[src/rtl/mfr_pkg.sv]
`timescale 1ns / 1ps
// ----------------------------------------------------------------------------
// mfr_pkg
// Shared codes, frame constants, CRC-16/Modbus helper and handoff types for
// the Modbus RTU float read transaction block.
// ----------------------------------------------------------------------------
package mfr_pkg;

  // request opcodes
  localparam logic [1:0] OP_START   = 2'd0;
  localparam logic [1:0] OP_BYTE    = 2'd1;
  localparam logic [1:0] OP_TIMEOUT = 2'd2;

  // result kinds
  localparam logic KIND_TX   = 1'b0;
  localparam logic KIND_READ = 1'b1;

  // read status codes
  localparam logic [1:0] ST_OK    = 2'd0;
  localparam logic [1:0] ST_SHORT = 2'd1;
  localparam logic [1:0] ST_CRC   = 2'd2;

  // frame constants
  localparam logic [7:0]  FUNC_READ_INPUT = 8'h04;
  localparam logic [7:0]  COUNT_HI        = 8'h00;
  localparam logic [7:0]  COUNT_LO        = 8'h02;
  localparam logic [15:0] CRC_INIT        = 16'hFFFF;
  localparam logic [2:0]  CRC_BYTES       = 3'd6;

  // receive byte positions
  localparam logic [3:0] RX_CRC_END   = 4'd7;
  localparam logic [3:0] RX_VAL_FIRST = 4'd3;
  localparam logic [3:0] RX_VAL_LAST  = 4'd6;
  localparam logic [3:0] RX_CRC_LO    = 4'd7;
  localparam logic [3:0] RX_CRC_HI    = 4'd8;
  localparam logic [3:0] RX_COUNT_MAX = 4'd15;

  // nibble table for the reflected 0xA001 polynomial
  localparam logic [15:0] NIB_TABLE [16] = '{
    16'h0000, 16'hCC01, 16'hD801, 16'h1400, 16'hF001, 16'h3C00, 16'h2800, 16'hE401,
    16'hA001, 16'h6C00, 16'h7800, 16'hB401, 16'h5000, 16'h9C01, 16'h8801, 16'h4400
  };

  function automatic logic [15:0] crc_byte(input logic [15:0] crc, input logic [7:0] b);
    logic [15:0] c;
    logic [3:0]  n;
    n = crc[3:0] ^ b[3:0];
    c = {4'h0, crc[15:4]} ^ NIB_TABLE[n];
    n = c[3:0] ^ b[7:4];
    c = {4'h0, c[15:4]} ^ NIB_TABLE[n];
    return c;
  endfunction

  // frame generator load request
  typedef struct packed {
    logic        start;
    logic [7:0]  slave_address;
    logic [15:0] reg_address;
  } frame_load_t;

  // frame generator output beat
  typedef struct packed {
    logic       busy;
    logic       last;
    logic [7:0] tx_byte;
  } frame_beat_t;

endpackage

[src/rtl/mfr_req_if.sv]
`timescale 1ns / 1ps
// ----------------------------------------------------------------------------
// mfr_req_if
// Request channel: start, received byte or timeout beats.
// ----------------------------------------------------------------------------
interface mfr_req_if;
  logic        valid;
  logic        ready;
  logic [1:0]  op;
  logic [15:0] reg_address;
  logic [7:0]  rx_byte;

  modport source(output valid, output op, output reg_address, output rx_byte,
                 input ready);
  modport sink(input valid, input op, input reg_address, input rx_byte,
               output ready);
endinterface

[src/rtl/mfr_res_if.sv]
`timescale 1ns / 1ps
// ----------------------------------------------------------------------------
// mfr_res_if
// Result channel: transmit bytes of the request frame and read results.
// ----------------------------------------------------------------------------
interface mfr_res_if;
  logic        valid;
  logic        ready;
  logic        kind;
  logic [7:0]  tx_byte;
  logic        last;
  logic [1:0]  status;
  logic [31:0] read_value;

  modport source(output valid, output kind, output tx_byte, output last,
                 output status, output read_value, input ready);
  modport sink(input valid, input kind, input tx_byte, input last,
               input status, input read_value, output ready);
endinterface

[src/rtl/mfr_cfg_if.sv]
`timescale 1ns / 1ps
// ----------------------------------------------------------------------------
// mfr_cfg_if
// Configuration write channel for the slave address register.
// ----------------------------------------------------------------------------
interface mfr_cfg_if;
  logic       valid;
  logic       ready;
  logic [7:0] slave_address;

  modport source(output valid, output slave_address, input ready);
  modport sink(input valid, input slave_address, output ready);
endinterface

[src/rtl/mfr_frame_gen.sv]
`timescale 1ns / 1ps
// ----------------------------------------------------------------------------
// mfr_frame_gen
// Steps through the eight request frame bytes, one per emit, folding each
// header byte into the CRC so the trailer is ready at byte six.
// ----------------------------------------------------------------------------
module mfr_frame_gen (
  input  logic                 clk,
  input  logic                 rst,
  input  mfr_pkg::frame_load_t load,
  input  logic                 emit,
  output mfr_pkg::frame_beat_t beat
);

  logic        busy;
  logic [2:0]  idx;
  logic [15:0] crc;
  logic [7:0]  slave;
  logic [15:0] addr;
  logic [7:0]  cur_byte;

  always_comb begin
    unique case (idx)
      3'd0: cur_byte = slave;
      3'd1: cur_byte = mfr_pkg::FUNC_READ_INPUT;
      3'd2: cur_byte = addr[15:8];
      3'd3: cur_byte = addr[7:0];
      3'd4: cur_byte = mfr_pkg::COUNT_HI;
      3'd5: cur_byte = mfr_pkg::COUNT_LO;
      3'd6: cur_byte = crc[7:0];
      3'd7: cur_byte = crc[15:8];
      default: cur_byte = '0;
    endcase
  end

  assign beat.busy    = busy;
  assign beat.last    = (idx == 3'd7);
  assign beat.tx_byte = cur_byte;

  always_ff @(posedge clk) begin
    if (rst) begin
      busy <= 1'b0;
      idx  <= '0;
      crc  <= mfr_pkg::CRC_INIT;
    end else if (load.start) begin
      busy  <= 1'b1;
      idx   <= '0;
      crc   <= mfr_pkg::CRC_INIT;
      slave <= load.slave_address;
      addr  <= load.reg_address;
    end else if (busy && emit) begin
      if (idx < mfr_pkg::CRC_BYTES) begin
        crc <= mfr_pkg::crc_byte(crc, cur_byte);
      end
      // drop busy after the trailer high byte
      if (idx == 3'd7) begin
        busy <= 1'b0;
      end
      idx <= idx + 3'd1;
    end
  end

endmodule

[src/rtl/modbus_float_read_transaction_top.sv]
`timescale 1ns / 1ps
// ----------------------------------------------------------------------------
// modbus_float_read_transaction_top
// Modbus RTU master for one read of two input registers returning float bits.
// ----------------------------------------------------------------------------
// Path: a byte or timeout result passes the stage register, then the output
// register to res; a start's first frame byte also passes the frame generator.
// Throughput: one byte or timeout beat per cycle while res takes results; after
// a start the beat behind it waits while the frame generator sends its eight
// bytes, longer when res stalls.
// Reset: synchronous rst clears all control, slave address returns to 1 and
// the block is idle, not awaiting a reply.
module modbus_float_read_transaction_top (
  input logic       clk,
  input logic       rst,
  mfr_req_if.sink   req,
  mfr_res_if.source res,
  mfr_cfg_if.sink   cfg
);

  // configuration
  logic [7:0] slave_address;

  assign cfg.ready = 1'b1;

  always_ff @(posedge clk) begin
    if (rst) begin
      slave_address <= 8'd1;
    end else if (cfg.valid) begin
      slave_address <= cfg.slave_address;
    end
  end

  // request stage register
  logic        stg_valid;
  logic [1:0]  stg_op;
  logic [15:0] stg_addr;
  logic [7:0]  stg_byte;
  logic        stg_adv;

  // output register
  logic        out_valid;
  logic        out_kind;
  logic [7:0]  out_tx;
  logic        out_last;
  logic [1:0]  out_status;
  logic [31:0] out_value;
  logic        out_free;

  // frame generator
  mfr_pkg::frame_load_t fg_load;
  mfr_pkg::frame_beat_t fg_beat;
  logic                 fg_emit;

  assign out_free = !out_valid || res.ready;
  assign fg_emit  = fg_beat.busy && out_free;
  assign stg_adv  = stg_valid && !fg_beat.busy &&
                    (stg_op == mfr_pkg::OP_START || out_free);
  assign req.ready = !stg_valid || stg_adv;

  always_ff @(posedge clk) begin
    if (rst) begin
      stg_valid <= 1'b0;
    end else if (req.ready) begin
      stg_valid <= req.valid;
      stg_op    <= req.op;
      stg_addr  <= req.reg_address;
      stg_byte  <= req.rx_byte;
    end
  end

  assign fg_load.start         = stg_adv && (stg_op == mfr_pkg::OP_START);
  assign fg_load.slave_address = slave_address;
  assign fg_load.reg_address   = stg_addr;

  mfr_frame_gen u_frame_gen (
    .clk  (clk),
    .rst  (rst),
    .load (fg_load),
    .emit (fg_emit),
    .beat (fg_beat)
  );

  // receive side state
  logic [3:0]  rx_count;
  logic [15:0] running_crc;
  logic [31:0] value_shift;
  logic [7:0]  crc_low;
  logic        awaiting;

  logic [3:0]  rx_count_next;
  logic [15:0] running_crc_next;
  logic [31:0] value_shift_next;
  logic [7:0]  crc_low_next;
  logic        awaiting_next;
  logic        rd_valid;
  logic [1:0]  rd_status;
  logic [31:0] rd_value;

  always_comb begin
    rx_count_next    = rx_count;
    running_crc_next = running_crc;
    value_shift_next = value_shift;
    crc_low_next     = crc_low;
    awaiting_next    = awaiting;
    rd_valid         = 1'b0;
    rd_status        = mfr_pkg::ST_OK;
    rd_value         = '0;
    if (stg_adv) begin
      unique case (stg_op)
        mfr_pkg::OP_START: begin
          rx_count_next    = '0;
          running_crc_next = mfr_pkg::CRC_INIT;
          value_shift_next = '0;
          crc_low_next     = '0;
          awaiting_next    = 1'b1;
        end
        mfr_pkg::OP_BYTE: begin
          if (awaiting) begin
            if (rx_count < mfr_pkg::RX_COUNT_MAX) begin
              rx_count_next = rx_count + 4'd1;
            end
            if (rx_count < mfr_pkg::RX_CRC_END) begin
              running_crc_next = mfr_pkg::crc_byte(running_crc, stg_byte);
            end
            if (rx_count >= mfr_pkg::RX_VAL_FIRST && rx_count <= mfr_pkg::RX_VAL_LAST) begin
              value_shift_next = {value_shift[23:0], stg_byte};
            end
            if (rx_count == mfr_pkg::RX_CRC_LO) begin
              crc_low_next = stg_byte;
            end
            if (rx_count == mfr_pkg::RX_CRC_HI) begin
              awaiting_next = 1'b0;
              rd_valid      = 1'b1;
              if ({stg_byte, crc_low} == running_crc) begin
                rd_status = mfr_pkg::ST_OK;
                rd_value  = value_shift;
              end else begin
                rd_status = mfr_pkg::ST_CRC;
              end
            end
          end
        end
        mfr_pkg::OP_TIMEOUT: begin
          if (awaiting) begin
            awaiting_next = 1'b0;
            rd_valid      = 1'b1;
            rd_status     = mfr_pkg::ST_SHORT;
          end
        end
        default: begin
          // unused opcode: hold everything
        end
      endcase
    end
  end

  always_ff @(posedge clk) begin
    if (rst) begin
      rx_count    <= '0;
      running_crc <= mfr_pkg::CRC_INIT;
      value_shift <= '0;
      crc_low     <= '0;
      awaiting    <= 1'b0;
    end else begin
      rx_count    <= rx_count_next;
      running_crc <= running_crc_next;
      value_shift <= value_shift_next;
      crc_low     <= crc_low_next;
      awaiting    <= awaiting_next;
    end
  end

  // output register: frame bytes take the slot while the generator runs
  always_ff @(posedge clk) begin
    if (rst) begin
      out_valid <= 1'b0;
    end else if (out_free) begin
      if (fg_emit) begin
        out_valid  <= 1'b1;
        out_kind   <= mfr_pkg::KIND_TX;
        out_tx     <= fg_beat.tx_byte;
        out_last   <= fg_beat.last;
        out_status <= mfr_pkg::ST_OK;
        out_value  <= '0;
      end else if (rd_valid) begin
        out_valid  <= 1'b1;
        out_kind   <= mfr_pkg::KIND_READ;
        out_tx     <= '0;
        out_last   <= 1'b0;
        out_status <= rd_status;
        out_value  <= rd_value;
      end else begin
        out_valid <= 1'b0;
      end
    end
  end

  assign res.valid      = out_valid;
  assign res.kind       = out_kind;
  assign res.tx_byte    = out_tx;
  assign res.last       = out_last;
  assign res.status     = out_status;
  assign res.read_value = out_value;

endmodule
[src/flat_wrapper.sv]
// flat-port wrapper written by rule: the top's interface ports become plain ports
module modbus_float_read_transaction_top_flat 
  (clk, rst, req_valid, req_op, req_reg_address, req_rx_byte, req_ready, res_valid, res_kind, res_tx_byte, res_last, res_status, res_read_value, res_ready, cfg_valid, cfg_slave_address, cfg_ready);
  mfr_req_if req_i ();
  mfr_res_if res_i ();
  mfr_cfg_if cfg_i ();
  input logic clk;
  input logic rst;
  input wire logic [$bits(req_i.valid)-1:0] req_valid;
  input wire logic [$bits(req_i.op)-1:0] req_op;
  input wire logic [$bits(req_i.reg_address)-1:0] req_reg_address;
  input wire logic [$bits(req_i.rx_byte)-1:0] req_rx_byte;
  output wire logic [$bits(req_i.ready)-1:0] req_ready;
  output wire logic [$bits(res_i.valid)-1:0] res_valid;
  output wire logic [$bits(res_i.kind)-1:0] res_kind;
  output wire logic [$bits(res_i.tx_byte)-1:0] res_tx_byte;
  output wire logic [$bits(res_i.last)-1:0] res_last;
  output wire logic [$bits(res_i.status)-1:0] res_status;
  output wire logic [$bits(res_i.read_value)-1:0] res_read_value;
  input wire logic [$bits(res_i.ready)-1:0] res_ready;
  input wire logic [$bits(cfg_i.valid)-1:0] cfg_valid;
  input wire logic [$bits(cfg_i.slave_address)-1:0] cfg_slave_address;
  output wire logic [$bits(cfg_i.ready)-1:0] cfg_ready;
  assign req_i.valid = req_valid;
  assign req_i.op = req_op;
  assign req_i.reg_address = req_reg_address;
  assign req_i.rx_byte = req_rx_byte;
  assign req_ready = req_i.ready;
  assign res_valid = res_i.valid;
  assign res_kind = res_i.kind;
  assign res_tx_byte = res_i.tx_byte;
  assign res_last = res_i.last;
  assign res_status = res_i.status;
  assign res_read_value = res_i.read_value;
  assign res_i.ready = res_ready;
  assign cfg_i.valid = cfg_valid;
  assign cfg_i.slave_address = cfg_slave_address;
  assign cfg_ready = cfg_i.ready;
  modbus_float_read_transaction_top u_core (.clk(clk), .rst(rst), .req(req_i), .res(res_i), .cfg(cfg_i));
endmodule
[config.mk]
export PLATFORM = sky130hd
export DESIGN_NAME = modbus_float_read_transaction_top_flat
export DESIGN_NICKNAME = d
export VERILOG_FILES = /design/src/rtl/mfr_pkg.sv /design/src/rtl/mfr_req_if.sv /design/src/rtl/mfr_res_if.sv /design/src/rtl/mfr_cfg_if.sv /design/src/rtl/mfr_frame_gen.sv /design/src/rtl/modbus_float_read_transaction_top.sv /design/src/flat_wrapper.sv
export SDC_FILE = /design/constraint.sdc
export NUM_CORES = 1
export LEC_CHECK = 0
export BUFFER_PORTS_ARGS = -buffer_cell sky130_fd_sc_hd__buf_4
export CORE_MARGIN = 1.5
export CORE_UTILIZATION = 45
export CTS_CLUSTER_SIZE = 40
export DETAILED_ROUTE_END_ITERATION = 6
export PLACE_DENSITY = 0.66
export SYNTH_ARGS = -nofsm -noshare
export SYNTH_HDL_FRONTEND = slang
export SYNTH_SLANG_ARGS = --single-unit
[constraint.sdc]
create_clock -name clk -period 5.29 [get_ports clk]
set_input_delay 1.058 -clock clk [delete_from_list [all_inputs] [get_ports clk]]
set_output_delay 1.058 -clock clk [all_outputs]
set_load 0.01 [all_outputs]
==> results.sh, run 1 <==
export IMPL_critPathArrivalTime_ns=3.96
export IMPL_fillerInstances=1454
export IMPL_register_area_sq_um=4644
export IMPL_yosys_area_top_type="edfxtp_1"
export IMPL_insertion_delay_ns=0.43
export IMPL_startpoint_type="primary input"
export IMPL_io_pins=86
export IMPL_cp_max_fo=27
export IMPL_port_buffers=84
export IMPL_die_w_um=134.2
export IMPL_hold_path_class="register to register"
export IMPL_final_period_utilization_pct=68.05
export IMPL_dr_pass1_iters=5
export IMPL_postRouteAntennaNets=0
export IMPL_vias_per_cell=5.362
export IMPL_synthFlopType="edfxtp_1"
export IMPL_synth_seq_cells=185
export IMPL_hpwlAfterDp_um=10850
export IMPL_ir_worst_vdd_v=0.0002347
export IMPL_fin_nets=780
export IMPL_grt_pass1_wl_um=24740
export IMPL_post_cts_resized=0
export IMPL_wirelength_um=15360
export IMPL_rows=47
export IMPL_gp_congestion=0.9212
export IMPL_antenna_found_initial=0
export IMPL_synth_top_cell_area_share_pct=36.42
export IMPL_clk_path_buf_depth=2
export IMPL_multiInputGateArea_sq_um=2892
export IMPL_syn_avg_cell_area_sq_um=11.80
export IMPL_syn_nets=708
export IMPL_drv_cap=0
export IMPL_finalSetupViolCount=0
export IMPL_area_growth_pct=17.79
export IMPL_synth_edf_count=94
export IMPL_holdPathStages=0
export IMPL_slowest_delay_ns=0.76
export IMPL_relSlewSlack_pct=22.87
export IMPL_grt_pass1_vias=4892
export IMPL_dr_first_iter_drc_count=437
export IMPL_cts_root_buf="clkbuf_16"
export IMPL_globalRoute_totalOverflow=0
export IMPL_fp_coreArea_sq_um=16700
export IMPL_diodes=0
export IMPL_ctsHoldBuffers=0
export IMPL_holdPathEnd="u_core.u_frame_gen.addr[3]"
export IMPL_tightest_slew_ns=1.156
export IMPL_endpoint_kind="register"
export IMPL_async_flop_share_pct=0
export IMPL_fmax_mhz=277.8
export IMPL_path_clk_slew_ns=0.07
export IMPL_r2r_slack_ns=1.88
export IMPL_wl_per_cell_um=15.96
export IMPL_netlist_instances=657
export IMPL_worstSetupPathType="primary input to register"
export IMPL_hold_violations=0
export IMPL_cts_tree="built"
export IMPL_post_cts_buffers=0
export IMPL_period_needed_ns=3.600
export IMPL_final_setup_tns_ns=0
export IMPL_cp_cell_sequence="buf_4 -> nand2b_1 -> o21ai_1 -> nand2b_1 -> or3_1 -> nor2b_1 -> a22oi_1 -> nor2_1"
export IMPL_worstReg2RegEnd="u_core.u_frame_gen.crc[15]"
export IMPL_synth_warnings=0
export IMPL_syn_area_sq_um=7751
export IMPL_cts_sinks=185
export IMPL_r2r_cells=10
export IMPL_numCtsBuffers=17
export IMPL_cp_slowest_cell="or3_1"
export IMPL_startpoint="res_ready"
export IMPL_die_y_um=134.2
export IMPL_p_per_area_nw_per_um2=333.6
export IMPL_cts_htree_levels=4
export IMPL_grt_usage_pct=17.54
export IMPL_outcome="complete, no violations"
export IMPL_path_depth=8
export IMPL_synth_area_leaders="edfxtp_1, dfxtp_1, o221a_2"
export IMPL_utilization_pct=54.67
export IMPL_p_leak_nw=3.418
export IMPL_grt_setup_unrepaired="no"
export IMPL_cp_top_family="simple AND/OR/NAND/NOR gates"
export IMPL_drcViolationCount=0
export IMPL_start_util_pct=46.41
export IMPL_synth_distinct_cells=57
export IMPL_min_from="u_core.stg_addr[3]"
export IMPL_ys_seq_area_share_pct=59.92
export IMPL_vias=5158
export IMPL_fin_skew_ns=0.008008
export IMPL_rr_startpoint="u_core.u_frame_gen.idx[1]"
export IMPL_path_common_cell="nand2b_1"
export IMPL_drive_gt1_share_pct=22.51
export IMPL_cp_data_required_time_ns=5.65
export IMPL_grt_max_degree=55
export IMPL_dieArea_sq_um=18020
export IMPL_finalMaxSlewViolations=0
export IMPL_path_buf_inv=1
how the worst max path moves through the flow:
stage	end
finish	u_core.value_shift[1]
global placement	u_core.value_shift[6]
CTS	u_core.value_shift[1]
detailed placement	u_core.value_shift[1]
floorplan	u_core.res.kind
global route	u_core.value_shift[3]
cell type report:
cell class | instances | area share (%)
flip-flops and latches | 185 | 50.87
multi-input cells | 422 | 31.67
repair buffers | 93 | 7.647
clock buffers | 17 | 4.659
well taps | 220 | 3.015
clock inverters | 15 | 1.727
inverters | 10 | 0.4111
report_power, final:
group / internal [W] / leakage [nW] / switching (W)
Clock: 0.000668 / 0.282 / 0.000571
Combinational: 0.000103 / 1.47 / 0.000128
Sequential: 0.00154 / 1.66 / 0.0000306
Total: 0.00232 / 3.42 / 0.000729
cell usage in the layout, fill, tap and decap left out, types with 5 or more instances in the layout:
cell type and count:
xor2_1 25, nor2_1 48, nand3b_1 6, or4_1 5
clkbuf_16 17, dfxtp_1 91, o211ai_1 10, nand3_1 20
ha_1 12, nand2b_1 20, a21oi_1 23, edfxtp_1 94
a22oi_1 14, inv_1 9, buf_4 93, xnor2_1 30
o221a_2 24, o21ai_0 18, nor3_1 10, nor4_1 10
inv_6 5, nand2_1 45, mux2i_1 9, and2_1 37
nor2b_1 5
sequential cells by signal, indices dropped and copies added (netlist names):
name / count
u_core.res.valid: 1
u_core.u_frame_gen.slave: 8
u_core.u_frame_gen.addr: 16
u_core.running_crc: 16
u_core.stg_byte: 8
u_core.crc_low: 8
u_core.u_frame_gen.idx: 3
u_core.res.kind: 1
u_core.res.tx_byte: 8
u_core.slave_address: 8
u_core.awaiting: 1
u_core.stg_addr: 16
u_core.u_frame_gen.crc: 16
u_core.res.last: 1
u_core.res.status: 2
u_core.stg_op: 2
u_core.u_frame_gen.busy: 1
u_core.value_shift: 32
u_core.rx_count: 4
u_core.stg_valid: 1
u_core.res.read_value: 32
cell usage after synthesis, types with 2 or more instances:
master,n
nor4_1,11
mux2i_1,9
buf_1,2
nor3_1,11
and3_2,2
xor2_2,2
buf_6,3
nand3_1,20
buf_2,5
o221a_2,24
nor2_1,49
clkbuf_1,24
and2_1,37
a222oi_1,2
ha_1,12
a22oi_1,14
a2bb2oi_1,2
xor2_1,25
nand2b_1,20
nand3b_1,6
xnor2_1,30
nor2b_1,5
nand4_1,2
dfxtp_1,91
edfxtp_1,94
and3_1,3
or4_1,5
o211ai_1,10
a21oi_1,24
buf_4,6
o21ai_0,18
a311o_1,2
a211oi_1,3
inv_1,9
a41oi_1,3
o2bb2ai_1,2
o22ai_1,3
nand2_1,45
o21ai_1,3
a211o_1,2
through the flow:
stage               area [sq um]  std cells  total power (W)  hold WS (ns)  setup slack [ns]
floorplan                   7756        657         0.001765        0.4003             1.121
detailed placement          8547        930         0.001836        0.4062             1.292
global placement            8547        930         0.001828        0.4038             1.510
CTS                         9130        962         0.003072        0.4231             1.737
global route                9130        962         0.003146        0.4298             1.392
finish                      9130        962         0.003045        0.4209             1.690
cell families after synthesis:
group,count (synthesis),synth area share [%]
multiplexers,10,1.340
AND/OR/NAND/NOR,222,15.01
adder cells (fa/ha/maj),12,1.937
buffers and inverters,50,3.083
AO/OA/AOI/OAI,119,11.82
other,1,0.04838
flip-flops,185,59.92
XOR/XNOR,58,6.844
per-layer routing:
layer  routed length, um  global-route usage, %  vias up  part of all wire, %
li1                    -                      -     2520                    -
met1                7447                  24.41     2467                   48
met2                6853                  26.89      156                   45
met3                 872                  4.271       15                  5.7
met4                 184                  6.033        0                  1.2
met5                   0                      0        -                    0
No activity file was read; power rests on OpenSTA's default activity.
==> run 2: changes to the inputs <==
Settings changed: ABC_AREA set to 1, PLACE_DENSITY 0.66 to unset.
Clock period 5.29 ns to 3.45 ns, I/O delays scaled along.
==> run 2 against run 1 <==
Core utilization is 0.20 points lower. Non-clock buffer count rose by 1. Clock power increased by 58%. Critical path depth did not move. Via count rose by 12%. Hold slack worse by 0.0012 ns. Combinational power up 120%. Register-to-register slack worse by 1.0 ns. Sequential share of layout area down 1.4 points. Clock skew increased by 0.0030 ns. First-iteration DRC count rose by 0.23%.
==> results.sh, run 2 <==
export IMPL_final_period_utilization_pct=79.50
export IMPL_fillerInstances=1580
export IMPL_p_per_area_nw_per_um2=523.7
export IMPL_worstSetupPathType="register to primary output"
export IMPL_multiInputGateArea_sq_um=2750
export IMPL_finalSetupViolCount=0
export IMPL_cts_sinks=185
export IMPL_syn_avg_cell_area_sq_um=9.451
export IMPL_synth_distinct_cells=42
export IMPL_hold_path_class="register to register"
export IMPL_fp_coreArea_sq_um=17240
export IMPL_async_flop_share_pct=0
export IMPL_syn_area_sq_um=7920
export IMPL_rows=48
export IMPL_yosys_area_share_xor_xnor_pct=2.654
export IMPL_io_pins=86
export IMPL_drive_gt1_share_pct=17.02
export IMPL_register_area_sq_um=4644
export IMPL_grtUsageMet1_pct=29.73
export IMPL_area_growth_pct=18.55
export IMPL_post_cts_resized=0
export IMPL_wl_per_cell_um=14.24
export IMPL_dr_pass1_iters=5
export IMPL_drv_cap=0
export IMPL_ys_seq_area_share_pct=58.64
export IMPL_cp_data_required_time_ns=2.76
export IMPL_final_cell_mix="nand2_1, inv_1, edfxtp_1"
export IMPL_post_cts_buffers=0
export IMPL_yosys_area_top_type="edfxtp_1"
export IMPL_cts_root_buf="clkbuf_16"
export IMPL_cts_tree="built"
export IMPL_met2_usage_pct=26.37
export IMPL_netlist_instances=838
export IMPL_outcome="complete, no violations"
export IMPL_period_needed_ns=2.743
export IMPL_top_usage_layer="met1"
export IMPL_synthFlopType="edfxtp_1"
export IMPL_diodes=0
export IMPL_p_leak_nw=3.749
export IMPL_globalRoute_totalOverflow=0
export IMPL_tightest_slew_ns=0.7723
export IMPL_die_y_um=135.7
export IMPL_postRouteAntennaNets=0
export IMPL_grt_pass1_wl_um=27210
export IMPL_critPathArrivalTime_ns=2.05
export IMPL_numCtsBuffers=17
export IMPL_startpoint_type="register"
export IMPL_synth_mux_area_share_pct=0
export IMPL_hpwlAfterDp_um=11640
export IMPL_grt_util_met3_pct=3.704
export IMPL_drcViolationCount=0
export IMPL_cts_htree_levels=4
export IMPL_ctsHoldBuffers=0
export IMPL_grt_usage_pct=19.04
export IMPL_synth_warnings=0
export IMPL_synthAdderAreaFrac_pct=1.896
export IMPL_vias_per_cell=4.995
export IMPL_final_setup_tns_ns=0
export IMPL_grt_pass1_vias=5323
export IMPL_clk_path_buf_depth=2
export IMPL_worstReg2RegEnd="u_core.u_frame_gen.crc[15]"
export IMPL_total_power_w=0.004917
export IMPL_antenna_found_initial=0
export IMPL_dr_first_iter_drc_count=438
export IMPL_endpoint_kind="primary output"
export IMPL_start_util_pct=45.95
export IMPL_r2r_cells=18
export IMPL_cp_max_fo=4
export IMPL_port_buffers=84
export IMPL_path_clk_slew_ns=0.07
export IMPL_fmax_mhz=364.6
export IMPL_dieArea_sq_um=18410
export IMPL_holdPathEnd="u_core.u_frame_gen.addr[2]"
export IMPL_synth_top_family_by_area="simple AND/OR/NAND/NOR gates"
export IMPL_synth_seq_cells=185
export IMPL_relSlewSlack_pct=48.46
export IMPL_insertion_delay_ns=0.43
export IMPL_min_from="u_core.stg_addr[2]"
export IMPL_synth_compound_area_share_pct=11.77
export IMPL_final_common_cell="nand2_1"
export IMPL_vias=5789
export IMPL_grt_setup_unrepaired="no"
export IMPL_fin_skew_ns=0.01097
export IMPL_grt_max_degree=45
export IMPL_die_w_um=135.7
export IMPL_synth_edf_count=94
export IMPL_finalMaxSlewViolations=0
export IMPL_r2r_slack_ns=0.83
export IMPL_ir_worst_vdd_v=0.0003882
export IMPL_gp_congestion=0.8623
export IMPL_yosys_area_share_simple_pct=18.20
export IMPL_wirelength_um=16500
export IMPL_synth_top_cell_area_share_pct=35.64
export IMPL_syn_nets=889
export IMPL_synth_most_common_cell="nand2_1"
export IMPL_rr_startpoint="u_core.u_frame_gen.idx[2]"
export IMPL_fin_nets=972
export IMPL_hold_violations=0
export IMPL_synth_area_leaders="edfxtp_1, dfxtp_1, nand2_1"
export IMPL_holdPathStages=0
export IMPL_synth_common_cells="nand2_1, inv_1, edfxtp_1, nor2_1, dfxtp_1"
## run 2: cell types whose count changed after synthesis, sizes merged, moves of 14 or more
cell and change:
o21ai +36, a221oi +25, nand2 +115, nor2 +48
a22oi -14, nand3 +37, nand2b -20, xnor2 -22
o221a -24, inv +93, and2 -37
## run 2: how the worst max path moves through the flow
stage | from | depth (start not counted) | slack (ns) | end
4_1_cts | u_core.res.valid | 8 | 0.70 | req_ready
6_report | u_core.res.valid | 8 | 0.71 | req_ready
5_1_grt | u_core.u_frame_gen.idx[2] | 18 | 0.46 | u_core.u_frame_gen.crc[15]
3_3_place_gp | res_ready | 8 | 0.78 | req_ready
3_5_place_dp | res_ready | 8 | 0.78 | req_ready
2_1_floorplan | res_ready | 8 | 0.50 | u_core.res.kind
## run 2: report_power, final
part / leakage [nW] / internal [W] / total (W) / switching, W
Clock: 0.296 / 0.00104 / 0.00196 / 0.000920
Combinational: 1.89 / 0.000190 / 0.000518 / 0.000329
Sequential: 1.57 / 0.00239 / 0.00244 / 0.0000495
Total: 3.75 / 0.00362 / 0.00492 / 0.00130
## run 2: worst max-delay path, cell delays in order (launching register included)
cell	delay, ns
dfxtp_1	0.39
inv_1	0.06
nor2_1	0.20
inv_1	0.12
o21ai_1	0.30
inv_1	0.11
nor2_1	0.24
inv_1	0.07
buf_4	0.14
## run 2: area by class of cell
type                       instances  share of cell area [%]
sequential                       185                   49.47
multi-input combinational        519                   29.29
timing repair buffer              94                   7.649
tap                              225                   2.998
clock buffer                      17                   4.531
clock inverter                    15                   1.906
inverter                         104                   4.158
## run 2: metrics by stage
stage          setup WS (ns)  area, sq um  util, %  cells  hold WS (ns)
6_report              0.7074         9389    54.47   1159        0.4196
5_1_grt               0.4623         9389    54.47   1159        0.4039
4_1_cts               0.6962         9389    54.47   1159        0.4147
3_5_place_dp          0.7824         8785    50.97   1127        0.4045
3_3_place_gp          0.7815         8785    50.97   1127        0.4024
2_1_floorplan         0.5027         7923        -    838        0.4003
## run 2: logic make-up after synthesis
| kind of cell | after synthesis |
|---|---|
| compound gates | 149 |
| xor+xnor | 24 |
| fa+ha+maj | 12 |
| buf+inv | 134 |
| flops | 185 |
| other cells | 1 |
| simple gates | 333 |
## run 2: layer usage
layer / vias up / share of wire (%)
met1: 2615 / 52
met3: 17 / 6.2
met5: - / 0
li1: 2985 / -
met2: 172 / 41
met4: 0 / 1.0
==> run 3: changes to the inputs <==
Settings changed: PLACE_DENSITY set to 0.66.
Clock period 3.45 ns to 2.4 ns, I/O delays scaled along.
==> run 3 against run 2 <==
Global-route usage fell by 0.89 points. Worst setup slack worse by 0.59 ns. Via count grew 1.3%. Core utilization increased by 1.4 points. Register-to-register slack got worse by 0.71 ns. Clock skew rose by 0.00056 ns. Clock-buffer cell count is 1 higher. Combinational power up 58%. First-iteration DRC count is 19% lower. Non-clock buffer count rose by 17. Hold slack worse by 0.20 ns. Critical endpoint unchanged. Largest power group unchanged.
==> results.sh, run 3 (synthesis gave the netlist of run 2 again) <==
export IMPL_drive_gt1_share_pct=20.90
export IMPL_hold_path_class="primary input to register"
export IMPL_wirelength_um=16680
export IMPL_gp_congestion=0.8134
export IMPL_final_common_cell="nand2_1"
export IMPL_final_cell_mix="nand2_1, buf_4, inv_1"
export IMPL_path_clk_slew_ns=0.07
export IMPL_final_setup_tns_ns=0
export IMPL_hpwlAfterDp_um=11520
export IMPL_die_w_um=135.7
export IMPL_hold_violations=0
export IMPL_dieArea_sq_um=18410
export IMPL_r2r_slack_ns=0.12
export IMPL_ir_worst_vdd_v=0.0004963
export IMPL_fmax_mhz=437.8
export IMPL_insertion_delay_ns=0.43
export IMPL_grt_setup_unrepaired="yes"
export IMPL_port_buffers=84
export IMPL_fillerInstances=1522
export IMPL_dr_pass1_iters=5
export IMPL_fp_coreArea_sq_um=17240
export IMPL_vias_per_cell=4.982
export IMPL_io_pins=86
export IMPL_p_leak_nw=3.825
export IMPL_clk_path_buf_depth=2
export IMPL_r2r_cells=18
export IMPL_rows=48
export IMPL_area_growth_pct=21.61
export IMPL_numCtsBuffers=17
export IMPL_worstReg2RegEnd="u_core.u_frame_gen.crc[15]"
export IMPL_cts_root_buf="clkbuf_16"
export IMPL_dr_first_iter_drc_count=356
export IMPL_startpoint_type="register"
export IMPL_start_util_pct=45.95
export IMPL_diodes=0
export IMPL_cp_max_fo=4
export IMPL_grt_max_degree=45
export IMPL_postRouteAntennaNets=0
export IMPL_dp_cells=1139
export IMPL_drv_cap=0
export IMPL_globalRoute_totalOverflow=0
export IMPL_wl_per_cell_um=14.17
export IMPL_p_per_area_nw_per_um2=730.2
export IMPL_startpoint="u_core.stg_op[0]"
export IMPL_worst_slack_ns=0.1158
export IMPL_final_cells=1177
export IMPL_total_power_w=0.007033
export IMPL_worstSetupPathType="register to primary output"
export IMPL_fin_skew_ns=0.01153
export IMPL_grt_pass1_wl_um=25960
export IMPL_post_place_ws_ns=-0.07957
export IMPL_crit_path_end="req_ready"
export IMPL_grt_usage_pct=18.15
export IMPL_finalMaxSlewViolations=0
export IMPL_critPathArrivalTime_ns=1.80
export IMPL_relSlewSlack_pct=63.05
export IMPL_die_y_um=135.7
export IMPL_grt_pass1_vias=5197
export IMPL_cts_htree_levels=4
export IMPL_vias=5864
export IMPL_final_period_utilization_pct=95.17
export IMPL_cts_sinks=185
export IMPL_period_needed_ns=2.284
export IMPL_tightest_slew_ns=0.5537
export IMPL_rr_startpoint="u_core.u_frame_gen.idx[1]"
export IMPL_fin_nets=990
export IMPL_utilization_pct=55.88
export IMPL_finalSetupViolCount=0
export IMPL_drcViolationCount=0
export IMPL_endpoint_kind="primary output"
export IMPL_outcome="complete, no violations"
export IMPL_antenna_found_initial=0
export IMPL_cts_tree="built"
export IMPL_cp_data_required_time_ns=1.92
[run 3: worst min-delay path by stage]
stage / start / to / slack [ns] / cells past startpoint
2_1_floorplan: u_core.stg_addr[0] / u_core.u_frame_gen.addr[0] / 0.40 / 0
5_1_grt: req_rx_byte[5] / u_core.stg_byte[5] / 0.20 / 1
3_5_place_dp: u_core.stg_addr[2] / u_core.u_frame_gen.addr[2] / 0.40 / 0
3_3_place_gp: u_core.stg_addr[10] / u_core.u_frame_gen.addr[10] / 0.40 / 0
6_report: req_reg_address[6] / u_core.stg_addr[6] / 0.22 / 1
4_1_cts: req_rx_byte[4] / u_core.stg_byte[4] / 0.20 / 1
[run 3: power by group]
group,internal [W],total (W),switching [W]
Combinational,0.000320,0.000817,0.000497
Clock,0.00139,0.00271,0.00132
Sequential,0.00344,0.00351,0.0000727
[run 3: what timing repair did]
action / CTS / global route
setup endpoints to repair: 4 / 55
hold buffers: 0 / 0
pin swaps: 0 / 8
hold endpoints to repair: 0 / 0
buffers inserted: 0 / 5
gates cloned: 0 / 1
resized for setup: 2 / 35
[run 3: final cells by class]
class                           instances  area [sq um]  area share (%)
Tap cell                              225         281.5           2.923
Timing Repair Buffer                  111         853.3           8.859
Clock inverter                         14         148.9           1.546
Sequential cell                       185          4651           48.29
Multi-Input combinational cell        520          2875           29.85
Inverter                              104         392.9           4.079
Clock buffer                           18         429.2           4.456
[run 3: routing by layer]
layer | routed length [um] | global-route usage (%)
met5 | 0 | 0
met4 | 150 | 5.735
met1 | 8498 | 26.71
met3 | 866 | 4.265
met2 | 7166 | 26.31
[run 3: per-stage QoR]
step	hold WS, ns	cell area (sq um)
finish	0.2217	9632
global route	0.1964	9632
CTS	0.2039	9457
detailed placement	0.4045	8875
global placement	0.4031	8875
floorplan	0.4003	7930
[run 3: worst max-delay path: stages, from the launching register on]
cell and delay, ns:
edfxtp_1 0.38, inv_1 0.07, ha_1 0.24, o21ai_4 0.22, inv_1 0.12, nor2_4 0.15, inv_1 0.06, buf_4 0.14
